[src/hdl/cbf_pkg.sv]
// Package: constants, types and hash helpers for the counting Bloom filter.
`timescale 1ns / 1ps
package cbf_pkg;

  localparam int unsigned NumCounters = 4096;
  localparam int unsigned IdxW        = $clog2(NumCounters);
  localparam int unsigned SizeW       = IdxW + 1;
  localparam int unsigned NumHash     = 8;
  localparam int unsigned HashSelW    = $clog2(NumHash);
  localparam int unsigned ModStepW    = $clog2(33);

  localparam logic [31:0] RsStep   = 32'd378551;
  localparam logic [31:0] RsStart  = 32'd63689;
  localparam logic [31:0] JsStart  = 32'd1315423911;
  localparam logic [31:0] ApStart  = 32'hAAAAAAAA;
  localparam logic [31:0] BkdrSeed = 32'd131;
  localparam logic [31:0] ElfMask  = 32'hF0000000;

  typedef enum logic [1:0] {
    ActAdd   = 2'd0,
    ActDel   = 2'd1,
    ActCheck = 2'd2,
    ActNone  = 2'd3
  } action_e;

  typedef enum logic {
    RegTableSize  = 1'b0,
    RegHashEnable = 1'b1
  } reg_idx_e;

  typedef struct packed {
    logic [1:0]  action;
    logic [7:0]  key_byte;
    logic        last;
  } in_item_t;

  typedef struct packed {
    logic [12:0] index;
    logic [31:0] data;
  } cfg_item_t;

  // Controller -> datapath commands
  typedef struct packed {
    logic                fold;      // fold the input byte into the hashes
    logic                clear;     // restore hash start values
    logic                mod_start; // start reduction of the selected hash
    logic [HashSelW-1:0] hsel;      // hash being reduced
    logic                rd;        // read counter at reduced index
    logic                wr;        // write modified counter back
    logic [1:0]          action;
  } cmd_t;

  // Datapath -> controller status
  typedef struct packed {
    logic mod_done;
    logic zero;     // counter read was zero
  } sts_t;

endpackage

[src/hdl/cbf_ctrl.sv]
// Controller: sequences hashing, reduction, counter update and result.
`timescale 1ns / 1ps
module cbf_ctrl (
  input  logic                      clk_i,
  input  logic                      rst_ni,
  input  cbf_pkg::in_item_t         in_data_i,
  input  logic                      in_valid_i,
  output logic                      in_ready_o,
  output logic                      out_valid_o,
  output logic                      out_present_o,
  input  logic                      out_ready_i,
  input  logic [7:0]                enable_i,
  output logic                      clr_busy_o,
  output logic [cbf_pkg::IdxW-1:0]  clr_addr_o,
  output cbf_pkg::cmd_t             cmd_o,
  input  cbf_pkg::sts_t             sts_i
);
  import cbf_pkg::*;

  typedef enum logic [2:0] {
    StClear, StIdle, StNext, StMod, StRead, StEval, StDone
  } state_e;

  state_e              state_q;
  logic [HashSelW-1:0] hsel_q;
  logic [1:0]          act_q;
  logic                pres_q;
  logic [IdxW-1:0]     caddr_q;
  logic                mstart_q, rd_q, wr_q;
  logic                acc;

  assign acc        = in_valid_i && in_ready_o;
  assign in_ready_o = (state_q == StIdle) && !out_valid_o;
  assign clr_busy_o = (state_q == StClear);
  assign clr_addr_o = caddr_q;

  // Drive commands
  always_comb begin
    cmd_o = '0;
    cmd_o.fold      = acc;
    cmd_o.clear     = (state_q == StDone);
    cmd_o.mod_start = mstart_q;
    cmd_o.hsel      = hsel_q;
    cmd_o.rd        = rd_q;
    cmd_o.wr        = wr_q;
    cmd_o.action    = act_q;
  end

  // Sequence one key end over the enabled hashes
  always_ff @(posedge clk_i or negedge rst_ni) begin
    if (!rst_ni) begin
      state_q     <= StClear;
      hsel_q      <= '0;
      act_q       <= '0;
      pres_q      <= 1'b1;
      caddr_q     <= '0;
      mstart_q    <= 1'b0;
      rd_q        <= 1'b0;
      wr_q        <= 1'b0;
      out_valid_o <= 1'b0;
      out_present_o <= 1'b0;
    end else begin
      mstart_q <= 1'b0;
      rd_q     <= 1'b0;
      wr_q     <= 1'b0;
      if (out_valid_o && out_ready_i) out_valid_o <= 1'b0;
      unique case (state_q)
        StClear: begin
          caddr_q <= caddr_q + IdxW'(1);
          if (caddr_q == IdxW'(NumCounters - 1)) state_q <= StIdle;
        end
        StIdle: begin
          if (acc && in_data_i.last) begin
            act_q  <= in_data_i.action;
            hsel_q <= '0;
            pres_q <= 1'b1;
            if (action_e'(in_data_i.action) == ActNone) state_q <= StDone;
            else state_q <= StNext;
          end
        end
        StNext: begin
          if (enable_i[hsel_q]) begin
            mstart_q <= 1'b1;
            state_q  <= StMod;
          end else if (hsel_q == HashSelW'(NumHash - 1)) begin
            state_q <= StDone;
          end else begin
            hsel_q <= hsel_q + HashSelW'(1);
          end
        end
        StMod: begin
          if (sts_i.mod_done) begin
            rd_q    <= 1'b1;
            state_q <= StRead;
          end
        end
        StRead: state_q <= StEval;
        StEval: begin
          if (action_e'(act_q) == ActCheck) begin
            if (sts_i.zero) pres_q <= 1'b0;
          end else begin
            wr_q <= 1'b1;
          end
          if (hsel_q == HashSelW'(NumHash - 1)) state_q <= StDone;
          else begin
            hsel_q  <= hsel_q + HashSelW'(1);
            state_q <= StNext;
          end
        end
        StDone: begin
          if (action_e'(act_q) != ActNone) begin
            out_valid_o   <= 1'b1;
            out_present_o <= pres_q;
          end
          state_q <= StIdle;
        end
        default: state_q <= StIdle;
      endcase
    end
  end
endmodule

[config.mk]
export PLATFORM = sky130hd
export DESIGN_NAME = cbf_ctrl
export DESIGN_NICKNAME = d
export VERILOG_FILES = /design/src/hdl/cbf_pkg.sv /design/src/hdl/cbf_ctrl.sv
export SDC_FILE = /design/constraint.sdc
export NUM_CORES = 1
export LEC_CHECK = 0
export ABC_AREA = 1
export ABC_CLOCK_PERIOD_IN_PS = 1950
export BUFFER_PORTS_ARGS = -buffer_cell sky130_fd_sc_hd__buf_2
export CORE_ASPECT_RATIO = 0.75
export CORE_UTILIZATION = 35
export CTS_BUF_LIST = sky130_fd_sc_hd__clkbuf_2
export CTS_CLUSTER_DIAMETER = 50
export DETAILED_ROUTE_END_ITERATION = 12
export GPL_TIMING_DRIVEN = 0
export PLACE_DENSITY = 0.65
export SLEW_MARGIN = 20
export SYNTH_ARGS = -nofsm -noshare
export SYNTH_HDL_FRONTEND = slang
export SYNTH_SLANG_ARGS = --single-unit
[constraint.sdc]
create_clock -name clk_i -period 1.95 [get_ports clk_i]
set_clock_uncertainty 0.1 [all_clocks]
set_input_delay 0.39 -clock clk_i [delete_from_list [all_inputs] [get_ports clk_i]]
set_output_delay 0.39 -clock clk_i [all_outputs]
set_load 0.01 [all_outputs]
==> metrics.cfg <==
[detailed_routing]
antenna_left=0
via_per_inst=4.43
met3RoutedLength_um=138
first_iter_violations=87
m1WireLength_um=1460
first_pass_iters=4
num_vias=1266
wire_per_inst_um=10.3
drc=0
routed_wl_um=2960
met2WireLength_um=1350
highest_layer=met4

[timing]
timing.hold.ws_ns=0.0972
timing.slew.headroom_pct=62.0
slew_viol_final=0
rsz0062_at_grt=true
max_freq_mhz=535
fin_crit_ns=1.87
worstMarginPinSlew_ns=0.569
finalSetupViolCount=0
hold_violations=0
finalCritPeriodShare_pct=95.9

[setup_path]
cp.required_ns=1.46
cp_max_fo=2
critical_path_class=flop to output pin
worstPathArrival_ns=1.38
endpoint_kind=output pin
worst_setup_path_start_kind=flop

[clock_network]
clk_pin_slew_ns=0.25
cts.htree.levels=1
cts_buffers=3
clk_latency_ns=0.36
cts_buffer_depth=2
root_buffer=clkbuf_2
cts_num_sinks=26
cts_tree=done

[placed_design]
gp_congestion=0.774
hpwl_um=2220
dp_cells=271
io_buffers=42

[cells_and_area]
finalCoreUtilization_pct=46.8
nets=260
drive_above_1_share_pct=38.1
final_cells=286
diodes=0
layout_common_cells=buf_2 (41), nand2_1 (40), dfrtp_1 (24)
final_common_cell=buf_2
area_growth_pct=26.7

[logic_synthesis]
synth_area_per_cell_um2=8.66
syn_nets=202
ys_seq_elements=26
ys_types=28
synthCells=174
synth-seq-area-share_pct=43.3
yosys_warnings=0
synth_area_mm2=0.00151

[global_routing]
grt_pass1_vias=1171
grt_usage_pct=14.3
overflow=0
grt_pass1_wl_um=5150
grt_max_degree=27
antenna_found_initial=0

[floorplanning]
row_count=20
ios=51
fp.dieW_um=77.8
initial_core_util_pct=36.9
die_h_um=58.8
dieArea_mm2=0.00457
core_area_mm2=0.00408

[power]
power_frac_clock_pct=8.5
combPwrFrac_pct=55.7
power_mw=2.42
power_density_mw_per_mm2=1270
p_seq_share_pct=35.8
power.internal_mw=1.34
power.leakage_nw=1.05
swShare_pct=44.6
p_switching_mw=1.08
ir_drop_uv=670

[run]
drv_cap=0

[outcome]
outcome=finished, final reports clean

[worst_hold_path]
hold_class=primary input to flop

==> Yosys cell counts <==
cell	instances	area share, %
nor3_4	1	1.1
xnor2_1	4	2.3
inv_1	22	5.5
o21ai_0	1	0.33
nand3_2	1	0.66
nor2_1	12	3.0
a31oi_4	1	1.4
nor3_2	1	0.66
nor3b_4	1	1.2
dfrtp_1	25	42
nand3_4	2	2.3
dfstp_2	1	1.7
nor2_2	2	0.83
buf_4	4	2.0
nand3_1	20	6.6
nand2_4	2	1.5
inv_4	1	0.42
o21ai_2	3	1.7
o211ai_1	1	0.50
nor2_4	2	1.5
inv_2	4	1.0
nand4_1	2	0.83
mux2_4	1	1.0
xor2_1	7	4.1
a21oi_1	5	1.7
nand2_1	40	10
nand2_2	5	2.1
ha_1	3	2.5
==> per-layer routing <==
| metal | GRT usage, % | vias to the layer above |
|---|---|---|
| met2 | 24.1 | 27 |
| met5 | 0 | - |
| met3 | 3.26 | 2 |
| met1 | 19.4 | 573 |
| met4 | 2.43 | 0 |
| li1 | - | 664 |
==> power groups by stage <==
stage,sequential (mW),combinational (mW),clock [mW]
after floorplan,0.911,0.801,0
after global placement,0.886,1.13,0
after detailed placement,0.886,1.15,0
after CTS,0.867,1.29,0.216
after global routing,0.899,1.51,0.237
final,0.869,1.35,0.206
==> flip-flops by register name, summed over array words and instances (netlist names), 2 cells and up <==
name        cells
hsel_q          3
clr_addr_o     12
act_q           2
state_q         3
==> critical path, cell delays in order (launching register included) <==
cell	delay, ns
dfrtp_2	0.49
nor2_4	0.14
nand2_4	0.07
nor3b_4	0.20
buf_6	0.13
==> stage by stage <==
stage | setup TNS [ns] | area, µm² | setup slack (ns)
after global placement | 0 | 1790 | 0.236
final | 0 | 1910 | 0.0798
after CTS | 0 | 1880 | 0.00419
after global routing | -0.0320 | 1910 | -0.0313
after detailed placement | 0 | 1790 | 0.233
after floorplan | 0 | 1510 | 0.385
==> logic make-up (layout without fill, tap and decap cells) <==
logic type      after synthesis  after routing  share of synthesized area, %
fa+ha+maj                     3              3                          2.49
flops                        26             26                          43.3
compound gates               11             11                          5.65
xor+xnor                     11             11                          6.40
buf+inv                      31             88                          8.89
mux                           1              1                         0.996
simple gates                 91             91                          32.3
==> layout make-up <==
| class | count | area, µm² |
|---|---|---|
| Clock buffer | 3 | 15.0 |
| Fill cell | 429 | 2170 |
| Clock inverter | 1 | 3.75 |
| Timing Repair Buffer | 54 | 313 |
| Buffer | 3 | 22.5 |
| Sequential cell | 26 | 653 |
| Multi-Input combinational cell | 117 | 727 |
| Tap cell | 55 | 68.8 |
| Inverter | 27 | 106 |
==> path summary, 6_finish.rpt <==
kind                             startpoint  slack [ns]             end  depth (start not counted)
worst max-delay path             state_q[1]        0.08        cmd_o[9]                          4
worst min register to register       pres_q        0.38          pres_q                          2
worst min-delay path            out_ready_i         0.1     out_valid_o                          2
max in group asynchronous            rst_ni        0.94      state_q[1]                          2
min in group asynchronous            rst_ni        0.41  clr_addr_o[10]                          2
worst max register to register   state_q[1]        0.29   clr_addr_o[9]                          8
==> repair_timing <==
action,in CTS,in global routing
setup endpoints to repair,1,4
pin swaps,3,2
hold endpoints to repair,25,0
setup buffers,8,3
gates resized for setup,3,3
hold buffers,1,0
Note: power is estimated with default switching activity, not from simulation.
